[src/rtl/tksel_pkg.sv]
`timescale 1ns / 1ps
// ----------------------------------------------------------------------------
// Top-k score selector package
// Shared word types, codes, constants and the ranking function.
// ----------------------------------------------------------------------------
package tksel_pkg;

  // Default depth of the cell chain.
  localparam int MAX_KEEP_DEF = 16;

  // Reset value of the keep count register.
  localparam logic [4:0] KEEP_COUNT_RST = 5'd16;

  // Operation codes of an input word.
  typedef enum logic {
    OP_OFFER = 1'b0,
    OP_FLUSH = 1'b1
  } op_t;

  // Input word: one candidate offer or a flush command.
  typedef struct packed {
    op_t         op;
    logic [30:0] doc_id;
    logic [31:0] score;
  } cand_word_t;

  // Output word: one ranked result of a flush.
  typedef struct packed {
    logic [30:0] out_doc_id;
    logic [31:0] out_score;
    logic        last;
  } res_word_t;

  // One kept entry of the chain.
  typedef struct packed {
    logic [31:0] score;
    logic [30:0] doc_id;
  } entry_t;

  // Per-cycle control broadcast to every cell.
  typedef struct packed {
    logic offer;
    logic trim;
    logic shift_up;
  } cell_ctl_t;

  // Selector sequencer states.
  typedef enum logic {
    ST_IDLE  = 1'b0,
    ST_DRAIN = 1'b1
  } sel_state_t;

  // True when a ranks strictly better than b: higher score, then lower id.
  function automatic logic ranks_above(entry_t a, entry_t b);
    logic res;
    if (a.score != b.score) begin
      res = (a.score > b.score);
    end else begin
      res = (a.doc_id < b.doc_id);
    end
    return res;
  endfunction

endpackage

[src/rtl/tksel_cell.sv]
`timescale 1ns / 1ps
// ----------------------------------------------------------------------------
// Top-k selector cell
// One slot of the sorted chain: keeps an entry, inserts, shifts down on
// insertion and shifts up while the chain is drained.
// ----------------------------------------------------------------------------
module tksel_cell (
  input  logic               clk,
  input  logic               rst,
  input  tksel_pkg::cell_ctl_t ctl,
  input  tksel_pkg::entry_t  cand,
  input  logic               in_range,
  input  logic               prev_take,
  input  logic               prev_valid,
  input  tksel_pkg::entry_t  prev_entry,
  input  logic               next_valid,
  input  tksel_pkg::entry_t  next_entry,
  output logic               take,
  output logic               valid,
  output tksel_pkg::entry_t  entry
);
  import tksel_pkg::*;

  // The candidate belongs at or above this slot.
  assign take = ~valid | ranks_above(cand, entry);

  // Valid flag: cleared outside the keep range, moved with the data.
  always_ff @(posedge clk) begin
    if (rst) begin
      valid <= 1'b0;
    end else if (ctl.offer) begin
      if (!in_range) begin
        valid <= 1'b0;
      end else if (prev_take) begin
        valid <= prev_valid;
      end else if (take) begin
        valid <= 1'b1;
      end
    end else if (ctl.trim) begin
      if (!in_range) begin
        valid <= 1'b0;
      end
    end else if (ctl.shift_up) begin
      valid <= next_valid;
    end
  end

  // Entry data: insert here, take the upper neighbor, or the lower one.
  always_ff @(posedge clk) begin
    if (ctl.offer && in_range) begin
      if (prev_take) begin
        entry <= prev_entry;
      end else if (take) begin
        entry <= cand;
      end
    end else if (ctl.shift_up) begin
      entry <= next_entry;
    end
  end

endmodule

[src/rtl/top_k_score_selector_unit.sv]
`timescale 1ns / 1ps
// ----------------------------------------------------------------------------
// Top-k score selector
// Sorted shift chain of cells keeping the best k candidates, drained in
// rank order on a flush.
// ----------------------------------------------------------------------------
// Offers are taken one per cycle while idle; each cell compares in parallel
// and the candidate is in place in the cycle after acceptance.
// A flush stalls the input while the chain drains; the first result is
// shown the cycle after the flush, then one per cycle unless the result side
// stalls. The drain rate is set by the chain shifting up one cell per taken
// word.
// Reset empties every cell and sets keep_count to 16.
module top_k_score_selector_unit #(
  parameter int MAX_KEEP = tksel_pkg::MAX_KEEP_DEF
) (
  input  logic                  clk,
  input  logic                  rst,
  input  logic                  cand_valid,
  output logic                  cand_stall,
  input  tksel_pkg::cand_word_t cand,
  output logic                  res_valid,
  input  logic                  res_stall,
  output tksel_pkg::res_word_t  res,
  input  logic                  cfg_we,
  input  logic [4:0]            cfg_wdata
);
  import tksel_pkg::*;

  logic [4:0]          keep_count;
  sel_state_t          state, state_next;
  cell_ctl_t           ctl;
  entry_t              cand_entry;
  logic [MAX_KEEP-1:0] cell_take;
  logic [MAX_KEEP-1:0] cell_valid;
  logic [MAX_KEEP-1:0] in_range;
  logic [MAX_KEEP:0]   valid_ext;
  entry_t              cell_entry [MAX_KEEP];

  // Keep count register.
  always_ff @(posedge clk) begin
    if (rst) begin
      keep_count <= KEEP_COUNT_RST;
    end else if (cfg_we) begin
      keep_count <= cfg_wdata;
    end
  end

  assign cand_entry.score  = cand.score;
  assign cand_entry.doc_id = cand.doc_id;
  assign valid_ext         = {1'b0, cell_valid};

  // State register.
  always_ff @(posedge clk) begin
    if (rst) begin
      state <= ST_IDLE;
    end else begin
      state <= state_next;
    end
  end

  // Sequencer: accept offers while idle, drain the chain after a flush.
  always_comb begin
    state_next   = state;
    cand_stall   = 1'b0;
    res_valid    = 1'b0;
    ctl.offer    = 1'b0;
    ctl.trim     = 1'b0;
    ctl.shift_up = 1'b0;
    unique case (state)
      ST_IDLE: begin
        if (cand_valid) begin
          if (cand.op == OP_FLUSH) begin
            ctl.trim   = 1'b1;
            state_next = ST_DRAIN;
          end else begin
            ctl.offer = 1'b1;
          end
        end
      end
      ST_DRAIN: begin
        cand_stall   = 1'b1;
        res_valid    = cell_valid[0];
        ctl.shift_up = cell_valid[0] & ~res_stall;
        if (!cell_valid[0]) begin
          state_next = ST_IDLE;
        end
      end
      default: begin
        state_next = ST_IDLE;
      end
    endcase
  end

  // Result word comes straight from the head cell.
  assign res.out_doc_id = cell_entry[0].doc_id;
  assign res.out_score  = cell_entry[0].score;
  assign res.last       = ~valid_ext[1];

  // The chain of cells.
  for (genvar i = 0; i < MAX_KEEP; i++) begin : g_cell
    logic   prev_take, prev_valid;
    entry_t prev_entry, next_entry;

    assign in_range[i] = (i < int'(keep_count));

    if (i == 0) begin : g_head
      assign prev_take  = 1'b0;
      assign prev_valid = 1'b0;
      assign prev_entry = cand_entry;
    end else begin : g_body
      assign prev_take  = cell_take[i-1];
      assign prev_valid = cell_valid[i-1];
      assign prev_entry = cell_entry[i-1];
    end

    if (i == MAX_KEEP - 1) begin : g_tail
      assign next_entry = cell_entry[i];
    end else begin : g_mid
      assign next_entry = cell_entry[i+1];
    end

    tksel_cell u_cell (
      .clk        (clk),
      .rst        (rst),
      .ctl        (ctl),
      .cand       (cand_entry),
      .in_range   (in_range[i]),
      .prev_take  (prev_take),
      .prev_valid (prev_valid),
      .prev_entry (prev_entry),
      .next_valid (valid_ext[i+1]),
      .next_entry (next_entry),
      .take       (cell_take[i]),
      .valid      (cell_valid[i]),
      .entry      (cell_entry[i])
    );
  end

  // Occupied cells always form an unbroken run from the head.
  assert property (@(posedge clk) disable iff (rst)
    ((cell_valid + 1'b1) & cell_valid) == '0)
    else $error("Cell chain has a gap.");

  // A flush leaves nothing beyond the keep range.
  assert property (@(posedge clk) disable iff (rst)
    ctl.trim |=> (cell_valid & ~$past(in_range)) == '0)
    else $error("Entries beyond keep range survive a flush.");

  // An offer with a nonzero keep count always fills the head cell.
  assert property (@(posedge clk) disable iff (rst)
    (ctl.offer && keep_count != 5'd0) |=> cell_valid[0])
    else $error("Offer left the head cell empty.");

  // After the last word of a flush is taken, nothing more is shown.
  assert property (@(posedge clk) disable iff (rst)
    (res_valid && !res_stall && res.last) |=> !res_valid)
    else $error("Result shown after the last word.");

  // No input word is taken while the chain drains.
  assert property (@(posedge clk) disable iff (rst)
    res_valid |-> (cand_stall && !ctl.offer && !ctl.trim))
    else $error("Input taken during drain.");

endmodule
[config.mk]
export PLATFORM = sky130hd
export DESIGN_NAME = top_k_score_selector_unit
export DESIGN_NICKNAME = d
export VERILOG_FILES = /design/src/rtl/tksel_pkg.sv /design/src/rtl/tksel_cell.sv /design/src/rtl/top_k_score_selector_unit.sv
export SDC_FILE = /design/constraint.sdc
export NUM_CORES = 2
export LEC_CHECK = 0
export BUFFER_PORTS_ARGS = -buffer_cell sky130_fd_sc_hd__buf_2
export CAP_MARGIN = 5
export CELL_PAD_IN_SITES_DETAIL_PLACEMENT = 0
export CELL_PAD_IN_SITES_GLOBAL_PLACEMENT = 1
export CORE_MARGIN = 1
export CORE_UTILIZATION = 47
export CTS_BUF_LIST = sky130_fd_sc_hd__clkbuf_4 sky130_fd_sc_hd__clkbuf_8
export CTS_CLUSTER_DIAMETER = 100
export CTS_CLUSTER_SIZE = 14
export DETAILED_ROUTE_END_ITERATION = 12
export GPL_ROUTABILITY_DRIVEN = 0
export HOLD_SLACK_MARGIN = 0.05
export PLACE_DENSITY = 0.79
export SLEW_MARGIN = 20
export SYNTH_ARGS = -nofsm -noshare
export SYNTH_HDL_FRONTEND = slang
export SYNTH_SLANG_ARGS = --single-unit
[constraint.sdc]
create_clock -name clk -period 7.3 [get_ports clk]
set_input_delay 0.365 -clock clk [delete_from_list [all_inputs] [get_ports clk]]
set_output_delay 0.365 -clock clk [all_outputs]
set_load 0.02 [all_outputs]
==> Word-level counts from Yosys, hierarchy flattened <==
Cells that the tools add are included.
{ "totals": {"ff_bits": 1030, "latchBits": 0, "ram_bits": 0, "rom_bits": 0, "word_cells": 459, "mem_count": 0} }
{ "op_classes": {"n_addsub": 0, "n_mul": 0, "n_div": 0, "n_lt_le_gt_ge": 48, "n_eq_ne": 63, "n_shift": 0, "muxes": 198, "n_bitwise": 35, "reduce_logical": 65} }
{ "ops": {"columns": ["operator", "n"], "rows": [
  ["two-way mux 63 bit", 61],
  ["greater-than comparator 32 bit", 16],
  ["inequality test 32 bit", 16],
  ["less-than comparator 31 bit", 16],
  ["two-way mux 1 bit", 134],
  ["inequality test 4 bit, second input constant", 15],
  ["inequality test 3 bit, second input constant", 17],
  ["AND reduction 3 bit", 16],
  ["inequality test 3 x 2 -> 1 bit, second input constant", 14],
  ["less-than comparator 4 x 5 -> 1 bit, first input constant", 8],
  ["AND reduction 2 bit", 16],
  ["nonzero test 2 bit", 16],
  ["less-than comparator 3 x 5 -> 1 bit, first input constant", 4],
  ["NOT 1 bit", 18],
  ["logical AND 1 bit", 16],
  ["OR 1 bit", 16],
  ["less-than comparator 1 x 5 -> 1 bit, first input constant", 2],
  ["less-than comparator 2 x 5 -> 1 bit, first input constant", 2],
  ["two-way mux 2 bit", 2],
  ["nonzero test 3 bit", 1],
  ["inequality test 2 x 1 -> 1 bit, second input constant", 1],
  ["one-hot mux 1 bit (2 select lines)", 1],
  ["bitwise AND 1 bit", 1]
]} }

==> Logic depth before layout (Yosys ltp) <==
{ "depth": {"word_depth": 7, "mapped_depth": 13} }

==> Hierarchy <==
From an unflattened synthesis, not the netlist that was laid out.
{ "unflattened": {"hier_cells": 8198, "hier_area_um2": 78198.7} }
{ "by_module_without_submodules": {"columns": ["module", "instances", "cells_each", "area_per_inst_um2", "seq_area_each_um2"], "rows": [
  ["tksel_cell", 16, 509, 4862.2, 1911.8],
  ["top_k_score_selector_unit", 1, 54, 404.1, 120.1]
]} }

==> Worst setup path before layout <==
Ideal clock, no wire load.
{ "synth_path": {"path_kind": "register to register", "startpoint": "register g_cell[14].u_cell.entry[2] (netlist bit)", "endpoint": "register g_cell[14].u_cell.entry[0] (netlist bit), enable pin", "setup_time_ns": 0.571, "t_arrival_ns": 6.777, "required_ns": 6.729, "path_slack_ns": -0.047, "path_stages_with_launch": 13, "path_buffers": 2, "synth_period_minus_slack_ns": 7.347, "cell_sequence": "edfxtp_1 inv_1 ha_1 a211oi_1 o21ai_1 a221oi_1 o31ai_1 a211o_1 a211oi_1 buf_2 buf_2 a31oi_1 o21ai_0"} }
{ "synth_between": {"elab_chain_cells": 5} }
{ "synth_rtl": {"columns": ["item", "line_no", "rtl"], "rows": [
  ["start: declaration", "tksel_cell.sv:20", "output tksel_pkg::entry_t entry"],
  ["start signal: assignment", "tksel_cell.sv:52", "entry <= prev_entry;"],
  ["start signal: assignment", "tksel_cell.sv:54", "entry <= cand;"],
  ["start signal: assignment", "tksel_cell.sv:57", "entry <= next_entry;"],
  ["less-than comparator 31 bit", "tksel_pkg.sv:59", "res = (a.doc_id < b.doc_id);"],
  ["two-way mux 1 bit", "tksel_pkg.sv:56", "if (a.score != b.score) begin"],
  ["OR 1 bit", "tksel_cell.sv:25", "assign take = ~valid | ranks_above(cand, entry);"],
  ["inequality test 3 x 2 -> 1 bit (no source line)", null, null],
  ["AND reduction 2 bit (no source line)", null, null]
]} }
Every way passes these cells.
A chain may end at the register's enable or synchronous reset.

==> Final worst setup path <==
{ "layout_path": {"startpoint": "input cand[39] (netlist bit)", "endpoint": "register g_cell[3].u_cell.entry[29] (netlist bit), enable pin"} }
{ "layout_between": {"elab_chain_cells": 5, "word_cells_on_any_way": 8, "classes_between": "2 x order compare; 1 x eq/ne; 2 x mux; 2 x bitwise; 1 x reduce/logical"} }
{ "layout_rtl": {"columns": ["item", "line_no", "rtl"], "rows": [
  ["start: declaration", "top_k_score_selector_unit.sv:21", "input tksel_pkg::cand_word_t cand,"],
  ["less-than comparator 31 bit", "tksel_pkg.sv:59", null],
  ["two-way mux 1 bit", "tksel_pkg.sv:56", null],
  ["OR 1 bit", "tksel_cell.sv:25", null],
  ["inequality test 3 x 2 -> 1 bit (no source line) *", null, null],
  ["AND reduction 2 bit (no source line) *", null, null],
  ["end signal: assignment", "tksel_cell.sv:52", null],
  ["end signal: assignment", "tksel_cell.sv:54", null],
  ["end signal: assignment", "tksel_cell.sv:57", null],
  ["end: declaration", "tksel_cell.sv:20", null]
]} }
Mark *: on every way between the ends. The rest lies on a longest branch, timed or not.

==> run metrics <==
area occupied by multi-input gates=0.0400 mm2; initial antenna violation count=18; max-slew violations=0; buffers added on ports=139; HP Class=in -> reg; Power Density=171 mW/mm2; drt wl/cell=25.1 um; cell area after layout=0.0808 mm2; die width=404 um; # fillers=14900; Final setup violation count=0; Clock Skew=0.0644 ns; CTS Root Cell=clkbuf_8; Final Routed Wirelength=259 mm; Placement Setup Slack=1.28 ns; Hold WS=0.117 ns; Total GRT Usage=31.2%; Setup crit start kind=input port; CTS tree=yes; area leader, netlist=edfxtp_1; Setup Crit Path Kind=in -> reg; net switching power=4.58 mW; capture point of the worst reg-to-reg path=g_cell[3].u_cell.entry[29]; Site Rows=147; CP max stage delay=0.83 ns; vias in the first global route=61300; clk_lat worst skew=0.86 ns; final worst slack=1.90 ns; RSZ-0062 raised after global routing=false; largest net degree at the start of global routing=189; CTS Sinks=1030; Syn Std Cell Area=0.0760 mm2; Residual DRC=0; Avg Cell Area, Syn=9.34 um2; Buffers & Inverters on Critical Path=4; count leader, synth=inv_1; Gate Count Post-Synth=8141; top cells by area, synth=edfxtp_1, ha_1, mux2i_1, inv_1, nand2_1; endpoints failing hold=0; Critical Path Start=cand[39]; total grt overflow=0; FF/Latch Area=0.0307 mm2; DR vias=62900; die footprint=0.163 mm2; syn nets=9207; flop-to-flop setup slack=1.93 ns; Clock Power Share=24.4%; layout cells sized above 1=5.93%; Internal=9.24 mW; Ys Warns=0; first-pass GRT wire length=386 mm; Levels on crit path=14; crit path cell chain=dlygate4sd3_1 -> buf_2 -> buf_4 -> ha_1 -> a21o_1 -> a21o_1 -> a2111oi_0 -> o211ai_1 -> and3_1 -> o31ai_2 -> and2_4 -> o21ai_1 -> nand2_4 -> buf_4; drt pass-1 iters=6; worst r2r path cells=12; post-cts sizing count=0; Boundary Pins=140; Max Clock Freq=0.185 GHz; Sequential Power Share=52.5%; Slew headroom=15.0%; Final Critical Period=5.40 ns; Layout area overhead=6.28%; reg2reg start=g_cell[2].u_cell.entry[8]; 1st-iter DRT viols=6854; # Post-CTS Setup Buffers=0; Post-synth ARST share=0%; Worst Path Max Fanout=46; post-synthesis register bit count=1030; Die H=404 um; Vias/cell=6.10; top_reg_cell synth=edfxtp_1; core area=0.161 mm2; NumNets Final=9176; Antenna Violating Nets Remaining=0; Setup crit end=g_cell[3].u_cell.entry[29]; TritonCTS buffer count=83; Worst Path Required=7.77 ns; final setup TNS=0 ns; Post-synth EDFFs=1008; CTS H-tree depth=3; Comb power frac=23.1%; placed cell area=0.0790 mm2; hpwl dp=185 mm; Yosys cell types=63; CTS Buffer Depth=3; Initial Util=47.3%; Worst path slowest cell=nand2_4; cell family with most CP delay=compound AO/OA/AOI/OAI gates; hold buffers post-CTS=35; Lkg Pwr=38.7 nW; Max Cap Viol=0; CTS clock-pin slew for the worst setup and hold paths=0.10 ns; Worst-Margin Slew=1.26 ns; Max VDD drop=117 uV; Net Sw Frac=33.1%; post-synth top area share=39.8%; period utilization=74.0%; outcome=completed; sequential fraction of the synthesis area=40.4%; crit end category=register; CP arrival=5.87 ns; Post-synth top cells=inv_1, edfxtp_1, ha_1, nand2_1, nor2_1
[kinds of logic after synthesis]
| group | Yosys count | share of synthesized area, % |
|---|---|---|
| AND/OR/NAND/NOR | 2143 | 12.0 |
| flip-flops | 1030 | 40.4 |
| adder cells (fa/ha/maj) | 992 | 16.3 |
| AO/OA/AOI/OAI | 1898 | 15.2 |
| buffers and inverters | 1437 | 7.55 |
| multiplexers | 641 | 8.55 |
[flip-flops by register name, summed over array words and instances (netlist names)]
name	cells
state	1
keep_count	5
g_cell.u_cell.entry	1008
g_cell.u_cell.valid	16
[power by group through the flow]
stage | Sequential [mW] | Combinational [mW] | Clock, mW
after global placement | 7.38 | 3.02 | 0
after CTS | 7.25 | 3.15 | 3.40
after global routing | 7.29 | 3.53 | 3.56
final | 7.26 | 3.20 | 3.37
after floorplan | 7.27 | 2.04 | 0
after detailed placement | 7.38 | 3.12 | 0
[cell usage in the layout, fill, tap and decap left out, drive strengths merged, types with 214 or more instances in the layout]
cell    Yosys  final
a21o      387    387
a21oi     575    575
a31oi     264    264
buf       109    277
edfxtp   1008   1008
ha        992    992
inv      1009   1011
mux2i     577    577
nand2     962    962
nand4     214    214
nor2      715    715
o21ai     454    454
[metal layers]
layer / vias up / GRT usage (%) / share of wire (%)
met3: 399 / 5.37 / 9.1
met5: - / 0 / 0.032
met1: 30800 / 43.6 / 43
li1: 28900 / - / -
met4: 14 / 11.1 / 4.0
met2: 2741 / 48.3 / 44
[final cells by class]
class	instances	area share (%)
multi-input combinational	5674	49.5
clock buffer	109	1.66
sequential	1030	38.0
clock inverter	6	0.0589
inverter	1009	4.69
antenna	4	0.0124
tap	2160	3.35
timing repair buffer	312	2.68
[metrics by stage]
| stage | util [%] | std cells | power (mW) |
|---|---|---|---|
| finish | 50.3 | 10300 | 13.8 |
| CTS | 50.3 | 10300 | 13.8 |
| detailed placement | 49.2 | 10100 | 10.5 |
| global placement | 49.2 | 10100 | 10.4 |
| floorplan | - | 8141 | 9.32 |
| global route | 50.3 | 10300 | 14.4 |
[how the worst min path moves through the flow]
| stage | to | cells past startpoint | from | slack, ns |
|---|---|---|---|---|
| after global placement | g_cell[14].u_cell.entry[23] | 2 | g_cell[15].u_cell.entry[23] | 0.54 |
| after detailed placement | g_cell[14].u_cell.entry[61] | 2 | g_cell[15].u_cell.entry[61] | 0.55 |
| after floorplan | g_cell[15].u_cell.valid | 2 | g_cell[15].u_cell.valid | 0.47 |
| after global routing | g_cell[13].u_cell.entry[32] | 3 | cand[1] | 0.09 |
| after CTS | g_cell[0].u_cell.entry[25] | 3 | cand[57] | 0.05 |
| final | g_cell[0].u_cell.entry[27] | 3 | cand[59] | 0.12 |
[worst register-to-register path, delay by kind of cell, from the launching register on]
kind,cells,cell delay (ns)
compound gates,6,2.24
simple gates,3,1.49
fa+ha+maj,1,0.24
buf+inv,2,0.56
flops,1,0.43
No activity file was read; power rests on OpenSTA's default activity.
